File: src/hdl/rau_pkg.sv
package rau_pkg;

  // Operand and result widths
  localparam int OPW   = 16;
  localparam int PW    = 2 * OPW;
  localparam int NUM_W = 33;
  localparam int DEN_W = 31;
  localparam int KW    = $clog2(PW + 1);
  localparam int CW    = $clog2(PW);

  typedef enum logic [1:0] {
    OP_ADD = 2'd0,
    OP_SUB = 2'd1,
    OP_MUL = 2'd2,
    OP_DIV = 2'd3
  } op_t;

  // Multiplier step selects
  localparam logic [1:0] MUL_NUM0 = 2'd0;
  localparam logic [1:0] MUL_NUM1 = 2'd1;
  localparam logic [1:0] MUL_DEN  = 2'd2;

  // Divider target selects
  localparam logic DIV_NUM = 1'b0;
  localparam logic DIV_DEN = 1'b1;

  typedef struct packed {
    logic       load;
    logic       mul_en;
    logic [1:0] mul_idx;
    logic       comb;
    logic       gcd_run;
    logic       div_start;
    logic       div_run;
    logic       div_sel;
    logic       out_load;
  } cmd_t;

  typedef struct packed {
    logic err;
    logic gcd_done;
    logic div_done;
    logic out_free;
  } sts_t;

endpackage

File: src/hdl/rau_if.sv
interface rau_in_if;
  logic                    valid;
  logic                    ready;
  logic [1:0]              operation;
  logic signed [15:0]      a_numerator;
  logic signed [15:0]      a_denominator;
  logic signed [15:0]      b_numerator;
  logic signed [15:0]      b_denominator;

  modport source (output valid, operation, a_numerator, a_denominator,
                  b_numerator, b_denominator, input ready);
  modport sink   (input valid, operation, a_numerator, a_denominator,
                  b_numerator, b_denominator, output ready);
endinterface

interface rau_out_if;
  logic                    valid;
  logic                    ready;
  logic signed [32:0]      result_numerator;
  logic [30:0]             result_denominator;
  logic                    status;

  modport source (output valid, result_numerator, result_denominator, status,
                  input ready);
  modport sink   (input valid, result_numerator, result_denominator, status,
                  output ready);
endinterface

File: src/hdl/rau_ctrl.sv
module rau_ctrl (
  input  logic         clk,
  input  logic         rst,
  input  logic         in_valid,
  output logic         in_ready,
  input  rau_pkg::sts_t sts,
  output rau_pkg::cmd_t cmd
);
  import rau_pkg::*;

  typedef enum logic [7:0] {
    S_IDLE   = 8'b0000_0001,
    S_MUL    = 8'b0000_0010,
    S_COMB   = 8'b0000_0100,
    S_GCD    = 8'b0000_1000,
    S_DIVN   = 8'b0001_0000,
    S_DSTART = 8'b0010_0000,
    S_DIVD   = 8'b0100_0000,
    S_DONE   = 8'b1000_0000
  } state_t;

  state_t     state, state_next;
  logic [1:0] idx, idx_next;

  always_ff @(posedge clk) begin
    if (rst) begin
      state <= S_IDLE;
      idx   <= MUL_NUM0;
    end else begin
      state <= state_next;
      idx   <= idx_next;
    end
  end

  assign in_ready = (state == S_IDLE);

  // Sequencing of the datapath
  always_comb begin
    state_next = state;
    idx_next   = idx;
    cmd        = '0;
    cmd.mul_idx = idx;
    unique case (state)
      S_IDLE: begin
        if (in_valid) begin
          cmd.load   = 1'b1;
          idx_next   = MUL_NUM0;
          state_next = S_MUL;
        end
      end
      S_MUL: begin
        if (sts.err) begin
          state_next = S_DONE;
        end else begin
          cmd.mul_en = 1'b1;
          idx_next   = idx + 2'd1;
          if (idx == MUL_DEN) state_next = S_COMB;
        end
      end
      S_COMB: begin
        cmd.comb   = 1'b1;
        state_next = S_GCD;
      end
      S_GCD: begin
        if (sts.gcd_done) begin
          cmd.div_start = 1'b1;
          cmd.div_sel   = DIV_NUM;
          state_next    = S_DIVN;
        end else begin
          cmd.gcd_run = 1'b1;
        end
      end
      S_DIVN: begin
        cmd.div_run = 1'b1;
        cmd.div_sel = DIV_NUM;
        if (sts.div_done) state_next = S_DSTART;
      end
      S_DSTART: begin
        cmd.div_start = 1'b1;
        cmd.div_sel   = DIV_DEN;
        state_next    = S_DIVD;
      end
      S_DIVD: begin
        cmd.div_run = 1'b1;
        cmd.div_sel = DIV_DEN;
        if (sts.div_done) state_next = S_DONE;
      end
      S_DONE: begin
        if (sts.out_free) begin
          cmd.out_load = 1'b1;
          state_next   = S_IDLE;
        end
      end
      default: state_next = S_IDLE;
    endcase
  end

endmodule

File: src/hdl/rau_dp.sv
module rau_dp (
  input  logic                clk,
  input  logic                rst,
  input  logic [1:0]          operation,
  input  logic signed [15:0]  a_numerator,
  input  logic signed [15:0]  a_denominator,
  input  logic signed [15:0]  b_numerator,
  input  logic signed [15:0]  b_denominator,
  input  rau_pkg::cmd_t       cmd,
  output rau_pkg::sts_t       sts,
  output logic                out_valid,
  input  logic                out_ready,
  output logic signed [rau_pkg::NUM_W-1:0] result_numerator,
  output logic [rau_pkg::DEN_W-1:0]        result_denominator,
  output logic                out_status
);
  import rau_pkg::*;

  // Input operands
  op_t                   op;
  logic signed [OPW-1:0] an, ad, bn, bd;
  logic                  err;

  always_ff @(posedge clk) begin
    if (cmd.load) begin
      op  <= op_t'(operation);
      an  <= a_numerator[OPW-1:0];
      ad  <= a_denominator[OPW-1:0];
      bn  <= b_numerator[OPW-1:0];
      bd  <= b_denominator[OPW-1:0];
      err <= (a_denominator[OPW-1:0] == '0) || (b_denominator[OPW-1:0] == '0) ||
             ((operation == OP_DIV) && (b_numerator[OPW-1:0] == '0));
    end
  end

  // Shared multiplier, one product a cycle
  logic signed [OPW-1:0] ma, mb;
  logic signed [PW-1:0]  p0, p1, p2, prod;

  always_comb begin
    unique case (cmd.mul_idx)
      MUL_NUM0: begin ma = an; mb = (op == OP_MUL) ? bn : bd; end
      MUL_NUM1: begin ma = bn; mb = ad; end
      default:  begin ma = ad; mb = (op == OP_DIV) ? bn : bd; end
    endcase
  end

  assign prod = ma * mb;

  always_ff @(posedge clk) begin
    if (cmd.mul_en) begin
      unique case (cmd.mul_idx)
        MUL_NUM0: p0 <= prod;
        MUL_NUM1: p1 <= prod;
        default:  p2 <= prod;
      endcase
    end
  end

  // Combine cross products, split into sign and magnitude
  logic signed [PW:0] num_c;
  logic [PW-1:0]      nmag_c, dmag_c;
  logic [PW:0]        nabs;
  logic               neg_c;

  always_comb begin
    unique case (op)
      OP_ADD:  num_c = {p0[PW-1], p0} + {p1[PW-1], p1};
      OP_SUB:  num_c = {p0[PW-1], p0} - {p1[PW-1], p1};
      default: num_c = {p0[PW-1], p0};
    endcase
    nabs   = num_c[PW] ? (~num_c + 1'b1) : num_c;
    nmag_c = nabs[PW-1:0];
    dmag_c = p2[PW-1] ? (~p2 + 1'b1) : p2;
    neg_c  = (num_c[PW] ^ p2[PW-1]) && (nmag_c != '0);
  end

  logic [PW-1:0] nmag, dmag;
  logic          neg;

  always_ff @(posedge clk) begin
    if (cmd.comb) begin
      nmag <= nmag_c;
      dmag <= dmag_c;
      neg  <= neg_c;
    end
  end

  // Binary GCD: strip common twos, then subtract-and-halve
  logic [PW-1:0] gx, gy;
  logic [KW-1:0] gk;
  logic          strip;

  always_ff @(posedge clk) begin
    if (cmd.comb) begin
      gx    <= nmag_c;
      gy    <= dmag_c;
      gk    <= '0;
      strip <= 1'b1;
    end else if (cmd.gcd_run) begin
      if (strip) begin
        if (!gx[0] && !gy[0]) begin
          gx <= gx >> 1;
          gy <= gy >> 1;
          gk <= gk + 1'b1;
        end else begin
          strip <= 1'b0;
        end
      end else if (!gx[0]) begin
        gx <= gx >> 1;
      end else if (!gy[0]) begin
        gy <= gy >> 1;
      end else if (gx >= gy) begin
        gx <= (gx - gy) >> 1;
      end else begin
        gy <= (gy - gx) >> 1;
      end
    end
  end

  assign sts.gcd_done = (gx == '0);

  // Restoring divider by the GCD, one quotient bit a cycle
  logic [PW-1:0] gdiv, dv, dv_step;
  logic [PW:0]   rem, rem_sh, rem_step;
  logic [CW-1:0] cnt;
  logic          qbit;
  logic [PW-1:0] qn, qd;

  always_comb begin
    rem_sh   = {rem[PW-1:0], dv[PW-1]};
    qbit     = (rem_sh >= {1'b0, gdiv});
    rem_step = qbit ? (rem_sh - {1'b0, gdiv}) : rem_sh;
    dv_step  = {dv[PW-2:0], qbit};
  end

  assign sts.div_done = (cnt == CW'(PW - 1));

  always_ff @(posedge clk) begin
    if (cmd.div_start) begin
      if (cmd.div_sel == DIV_NUM) gdiv <= gy << gk;
      dv  <= (cmd.div_sel == DIV_DEN) ? dmag : nmag;
      rem <= '0;
      cnt <= '0;
    end else if (cmd.div_run) begin
      dv  <= dv_step;
      rem <= rem_step;
      cnt <= cnt + 1'b1;
      if (sts.div_done) begin
        if (cmd.div_sel == DIV_DEN) qd <= dv_step;
        else                        qn <= dv_step;
      end
    end
  end

  // Output register
  assign sts.err      = err;
  assign sts.out_free = !out_valid || out_ready;

  always_ff @(posedge clk) begin
    if (rst) begin
      out_valid <= 1'b0;
    end else if (cmd.out_load) begin
      out_valid <= 1'b1;
    end else if (out_ready) begin
      out_valid <= 1'b0;
    end
  end

  always_ff @(posedge clk) begin
    if (cmd.out_load) begin
      if (err) begin
        result_numerator   <= '0;
        result_denominator <= DEN_W'(1);
        out_status         <= 1'b1;
      end else begin
        result_numerator   <= neg ? -$signed({1'b0, qn}) : $signed({1'b0, qn});
        result_denominator <= qd[DEN_W-1:0];
        out_status         <= 1'b0;
      end
    end
  end

endmodule

File: src/hdl/rational_arithmetic_unit_top.sv
// Rational arithmetic unit: add, subtract, multiply or divide two fractions, reduce by GCD.
// Steps: three products, combine, binary GCD, two divides (numerator, then denominator),
//   output load; inputs with a zero denominator or divisor skip straight to the output load.
// Throughput: one transaction at a time; a new one is taken only in idle, after the output load.
// Reset (rst, synchronous, active high) returns the controller to idle and
// empties the output register.
module rational_arithmetic_unit_top (
  input  logic      clk,
  input  logic      rst,
  rau_in_if.sink    in_ch,
  rau_out_if.source out_ch
);
  import rau_pkg::*;

  cmd_t cmd;
  sts_t sts;

  rau_ctrl u_ctrl (
    .clk      (clk),
    .rst      (rst),
    .in_valid (in_ch.valid),
    .in_ready (in_ch.ready),
    .sts      (sts),
    .cmd      (cmd)
  );

  rau_dp u_dp (
    .clk                (clk),
    .rst                (rst),
    .operation          (in_ch.operation),
    .a_numerator        (in_ch.a_numerator),
    .a_denominator      (in_ch.a_denominator),
    .b_numerator        (in_ch.b_numerator),
    .b_denominator      (in_ch.b_denominator),
    .cmd                (cmd),
    .sts                (sts),
    .out_valid          (out_ch.valid),
    .out_ready          (out_ch.ready),
    .result_numerator   (out_ch.result_numerator),
    .result_denominator (out_ch.result_denominator),
    .out_status         (out_ch.status)
  );

endmodule

File: src/flat_wrapper.sv
// flat-port wrapper written by rule: the top's interface ports become plain ports
module rational_arithmetic_unit_top_flat import rau_pkg::*;
  (clk, rst, in_ch_valid, in_ch_operation, in_ch_a_numerator, in_ch_a_denominator, in_ch_b_numerator, in_ch_b_denominator, in_ch_ready, out_ch_valid, out_ch_result_numerator, out_ch_result_denominator, out_ch_status, out_ch_ready);
  rau_in_if in_ch_i ();
  rau_out_if out_ch_i ();
  input  logic clk;
  input  logic rst;
  input wire logic [$bits(in_ch_i.valid)-1:0] in_ch_valid;
  input wire logic [$bits(in_ch_i.operation)-1:0] in_ch_operation;
  input wire logic [$bits(in_ch_i.a_numerator)-1:0] in_ch_a_numerator;
  input wire logic [$bits(in_ch_i.a_denominator)-1:0] in_ch_a_denominator;
  input wire logic [$bits(in_ch_i.b_numerator)-1:0] in_ch_b_numerator;
  input wire logic [$bits(in_ch_i.b_denominator)-1:0] in_ch_b_denominator;
  output wire logic [$bits(in_ch_i.ready)-1:0] in_ch_ready;
  output wire logic [$bits(out_ch_i.valid)-1:0] out_ch_valid;
  output wire logic [$bits(out_ch_i.result_numerator)-1:0] out_ch_result_numerator;
  output wire logic [$bits(out_ch_i.result_denominator)-1:0] out_ch_result_denominator;
  output wire logic [$bits(out_ch_i.status)-1:0] out_ch_status;
  input wire logic [$bits(out_ch_i.ready)-1:0] out_ch_ready;
  assign in_ch_i.valid = in_ch_valid;
  assign in_ch_i.operation = in_ch_operation;
  assign in_ch_i.a_numerator = in_ch_a_numerator;
  assign in_ch_i.a_denominator = in_ch_a_denominator;
  assign in_ch_i.b_numerator = in_ch_b_numerator;
  assign in_ch_i.b_denominator = in_ch_b_denominator;
  assign in_ch_ready = in_ch_i.ready;
  assign out_ch_valid = out_ch_i.valid;
  assign out_ch_result_numerator = out_ch_i.result_numerator;
  assign out_ch_result_denominator = out_ch_i.result_denominator;
  assign out_ch_status = out_ch_i.status;
  assign out_ch_i.ready = out_ch_ready;
  rational_arithmetic_unit_top u_core (.clk(clk), .rst(rst), .in_ch(in_ch_i), .out_ch(out_ch_i));
endmodule
File: config.mk
export PLATFORM = sky130hd
export DESIGN_NAME = rational_arithmetic_unit_top_flat
export DESIGN_NICKNAME = d
export VERILOG_FILES = /design/src/hdl/rau_pkg.sv /design/src/hdl/rau_if.sv /design/src/hdl/rau_ctrl.sv /design/src/hdl/rau_dp.sv /design/src/hdl/rational_arithmetic_unit_top.sv /design/src/flat_wrapper.sv
export SDC_FILE = /design/constraint.sdc
export NUM_CORES = 2
export LEC_CHECK = 0
export ABC_CLOCK_PERIOD_IN_PS = 8700
export BUFFER_PORTS_ARGS = -buffer_cell sky130_fd_sc_hd__buf_2
export CORE_ASPECT_RATIO = 1.75
export CORE_MARGIN = 1.5
export CORE_UTILIZATION = 58
export CTS_CLUSTER_SIZE = 8
export DETAILED_ROUTE_END_ITERATION = 10
export PLACE_DENSITY = 0.87
export SLEW_MARGIN = 25
export SYNTH_ARGS = -nofsm -noshare
export SYNTH_HDL_FRONTEND = slang
export SYNTH_HIERARCHICAL = 1
export SYNTH_SLANG_ARGS = --single-unit
File: constraint.sdc
create_clock -name clk -period 8.7 [get_ports clk]
set_input_delay 1.305 -clock clk [delete_from_list [all_inputs] [get_ports clk]]
set_output_delay 1.305 -clock clk [all_outputs]
set_load 0.1 [all_outputs]
==> impl_metrics.json <==
{
  "hpwl_mm": 99.2,
  "drc": 0,
  "fin_worst_skew_ps": 69.0,
  "syn-mean-instance-area_um2": 9.75,
  "synth_common_cells": "nor2_1 (491), edfxtp_1 (484), inv_1 (469)",
  "grt_pass1_vias": 35600,
  "synthDistinctLibCells": 98,
  "run_status": "completed",
  "synth_nets": 4924,
  "timing.final.crit_share": 0.953,
  "postCtsHoldBufs": 0,
  "required_ps": 9150,
  "synthFlopType": "edfxtp_1",
  "start_util": 0.585,
  "register_area_mm2": 0.0156,
  "worst_pin_slew_ps": 1070,
  "setup_viol": 0,
  "cpMostUsedCell": "fa_1",
  "rsz0062_at_grt": "false",
  "die-area_mm2": 0.0751,
  "gp_congestion": 1.09,
  "die_h_um": 362,
  "overflow": 0,
  "final_layout_size_suffix_gt1_frac": 0.0937,
  "async_flop_share": 0,
  "nets": 5029,
  "hold_viol": 0,
  "netlist_instances": 4370,
  "fin_tns_setup_ps": 0,
  "cts_tree": "done",
  "io_buffers": 136,
  "ys_warn_count": 6,
  "min_period_ps": 8290,
  "clock_latency_ps": 710,
  "root_buffer": "clkbuf_16",
  "ys_ff_latch": 539,
  "worstSetupEndpointType": "flop",
  "multi_input_comb_area_mm2": 0.0245,
  "cts.path.max_buffers": 3,
  "drv_slew": 0,
  "fmax_ghz": 0.121,
  "yosysTopAreaCell": "edfxtp_1",
  "hold_class": "reg -> reg",
  "die_w_um": 208,
  "n_fill_cell": 5564,
  "maxCapViolCount": 0,
  "vias": 34500,
  "grt_max_degree": 143,
  "ys_top_cells_by_area": "edfxtp_1 (34%), fa_1 (13%), ha_1 (6.4%)",
  "synth_edf_count": 484,
  "worstSetupStartpointType": "flop",
  "slew_headroom": 0.287,
  "synth.top_cell.area_share": 0.341,
  "arrival_ps": 8750,
  "drtAntennaViolNets": 0,
  "wl_mm": 131,
  "io_pins": 137,
  "numCtsBuffers": 78,
  "first_pass_iters": 8,
  "grt_use_total": 0.349,
  "cts-resized-gates": 0,
  "rows": 131,
  "path_class": "reg -> reg",
  "crit_fanout": 10,
  "slowest_stage": "fa_1",
  "syn_to_final_growth_pct": 9.74,
  "coreArea_mm2": 0.0728,
  "synth_seq_area_share": 0.367,
  "synth_area_mm2": 0.0426,
  "grt_pass1_wl_mm": 198,
  "path_delay_family": "adder cells",
  "clkSlewWorstSetupHoldPaths_ps": 50,
  "cts_setup_buffers": 0,
  "htree_levels": 3,
  "drtIter0Drc": 3043,
  "viasPerCell": 6.33,
  "critical_path.max_stage_delay_ps": 600,
  "crit_buf_inv": 5,
  "avgRoutedWirePerCell_um": 24.0,
  "antenna_found_initial": 5,
  "cts_sinks": 539,
  "synth.most_common_cell": "nor2_1"
}
==> metal layers <==
| layer | wire length, um | global-route usage | vias up | share of wire |
|---|---|---|---|---|
| met5 | 49 | 0 | - | 0.00038 |
| met4 | 14400 | 0.342 | 8 | 0.11 |
| met3 | 8390 | 0.0642 | 656 | 0.064 |
| met2 | 67800 | 0.644 | 1662 | 0.52 |
| met1 | 39900 | 0.313 | 16700 | 0.31 |
| li1 | - | - | 15500 | - |
==> state kept, by name, summed over array words and instances (netlist names), 2 cells and up <==
signal / flops
u_core/u_dp/qn: 32
u_core/u_dp/gy: 32
u_core/u_ctrl/idx: 2
u_core/u_dp/result_denominator: 31
u_core/u_dp/gx: 32
u_core/u_dp/op: 2
u_core/u_dp/bn: 16
u_core/u_dp/dv: 32
u_core/u_dp/result_numerator: 33
u_core/u_dp/an: 16
u_core/u_dp/cnt: 5
u_core/u_ctrl/state: 8
u_core/u_dp/ad: 16
u_core/u_dp/rem: 32
u_core/u_dp/p1: 32
u_core/u_dp/p2: 32
u_core/u_dp/gk: 6
u_core/u_dp/dmag: 32
u_core/u_dp/qd: 31
u_core/u_dp/gdiv: 32
u_core/u_dp/bd: 16
u_core/u_dp/p0: 32
u_core/u_dp/nmag: 32
==> kinds of logic (layout without fill, tap and decap cells) <==
family	count (synthesis)	in the layout	synth area share
AO/OA/AOI/OAI	911	911	0.139
XOR/XNOR	233	233	0.0479
adder cells (fa/ha/maj)	484	484	0.189
buffers and inverters	665	808	0.0592
flip-flops	539	539	0.367
multiplexers	160	160	0.0440
other	0	2	0
AND/OR/NAND/NOR	1378	1378	0.154
==> cell type report <==
class                      instances  area share
antenna                            2    0.000107
timing repair buffer             218      0.0283
multi-input combinational       3166       0.525
clock inverter                     9     0.00476
clock buffer                     109      0.0447
inverter                         472      0.0379
tap                              931      0.0249
sequential                       539       0.335
==> metrics by stage <==
stage	hold slack [ps]	setup WS, ps	instances	instance area (um2)	utilization
final	451	408	5446	46700	0.642
after global routing	474	85.4	5444	46700	0.642
after CTS	451	358	5443	46700	0.642
after detailed placement	461	417	5325	44400	0.610
after global placement	450	577	5325	44400	0.610
after floorplan	427	29.4	4370	42600	-
==> layout by cell type, fill, tap and decap left out, types with 19 or more instances in the layout <==
| cell type | Yosys | final |
|---|---|---|
| a221oi_1 | 33 | 32 |
| nor3_1 | 61 | 58 |
| o21ai_0 | 178 | 177 |
| o21a_1 | 42 | 42 |
| nor2_1 | 491 | 486 |
| edfxtp_1 | 484 | 484 |
| or4_1 | 23 | 23 |
| nor2b_1 | 63 | 61 |
| nand3_1 | 66 | 66 |
| or3_1 | 29 | 29 |
| a21oi_1 | 255 | 253 |
| a21o_1 | 67 | 67 |
| clkbuf_1 | 151 | 30 |
| and3_1 | 38 | 38 |
| or2_2 | 23 | 23 |
| xor2_1 | 95 | 95 |
| dfxtp_1 | 55 | 53 |
| buf_4 | 1 | 80 |
| buf_2 | 7 | 136 |
| nand2b_1 | 42 | 42 |
| nor4_1 | 38 | 38 |
| mux2_2 | 19 | 19 |
| o21bai_1 | 21 | 21 |
| mux4_2 | 20 | 20 |
| ha_1 | 218 | 218 |
| xnor2_1 | 138 | 137 |
| clkbuf_16 | 0 | 79 |
| a211oi_1 | 51 | 51 |
| mux2i_1 | 121 | 121 |
| nand4_1 | 28 | 28 |
| inv_1 | 469 | 469 |
| fa_1 | 266 | 266 |
| a31oi_1 | 43 | 43 |
| nand2_1 | 362 | 362 |
| o31ai_1 | 22 | 22 |
| and2_1 | 53 | 52 |
==> worst reg2reg max path: cells and delay by family, from the launching register on <==
family	cells	cell delay, ps
adders and majority gates	7	3320
AOI/OAI and AO/OA	11	2350
buffers and inverters	5	630
and+or+nand+nor	5	630
DFF	1	550
muxes	2	310
xor gates and xnor gates	1	280
==> worst paths after layout <==
path                                    startpoint                  to  slack (ps)  cells after the start
worst max-delay path             u_core/u_dp/op[0]  u_core/u_dp/p0[31]         410                     31
worst min-delay path            u_core/u_dp/dv[27]  u_core/u_dp/qn[28]         450                      0
worst min register to register  u_core/u_dp/dv[27]  u_core/u_dp/qn[28]         450                      0
worst max register to register   u_core/u_dp/op[0]  u_core/u_dp/p0[31]         410                     31
Power is left out: the tool's default activity adds up to more than one toggle a clock period on the data nets, which glitch-free logic cannot reach.
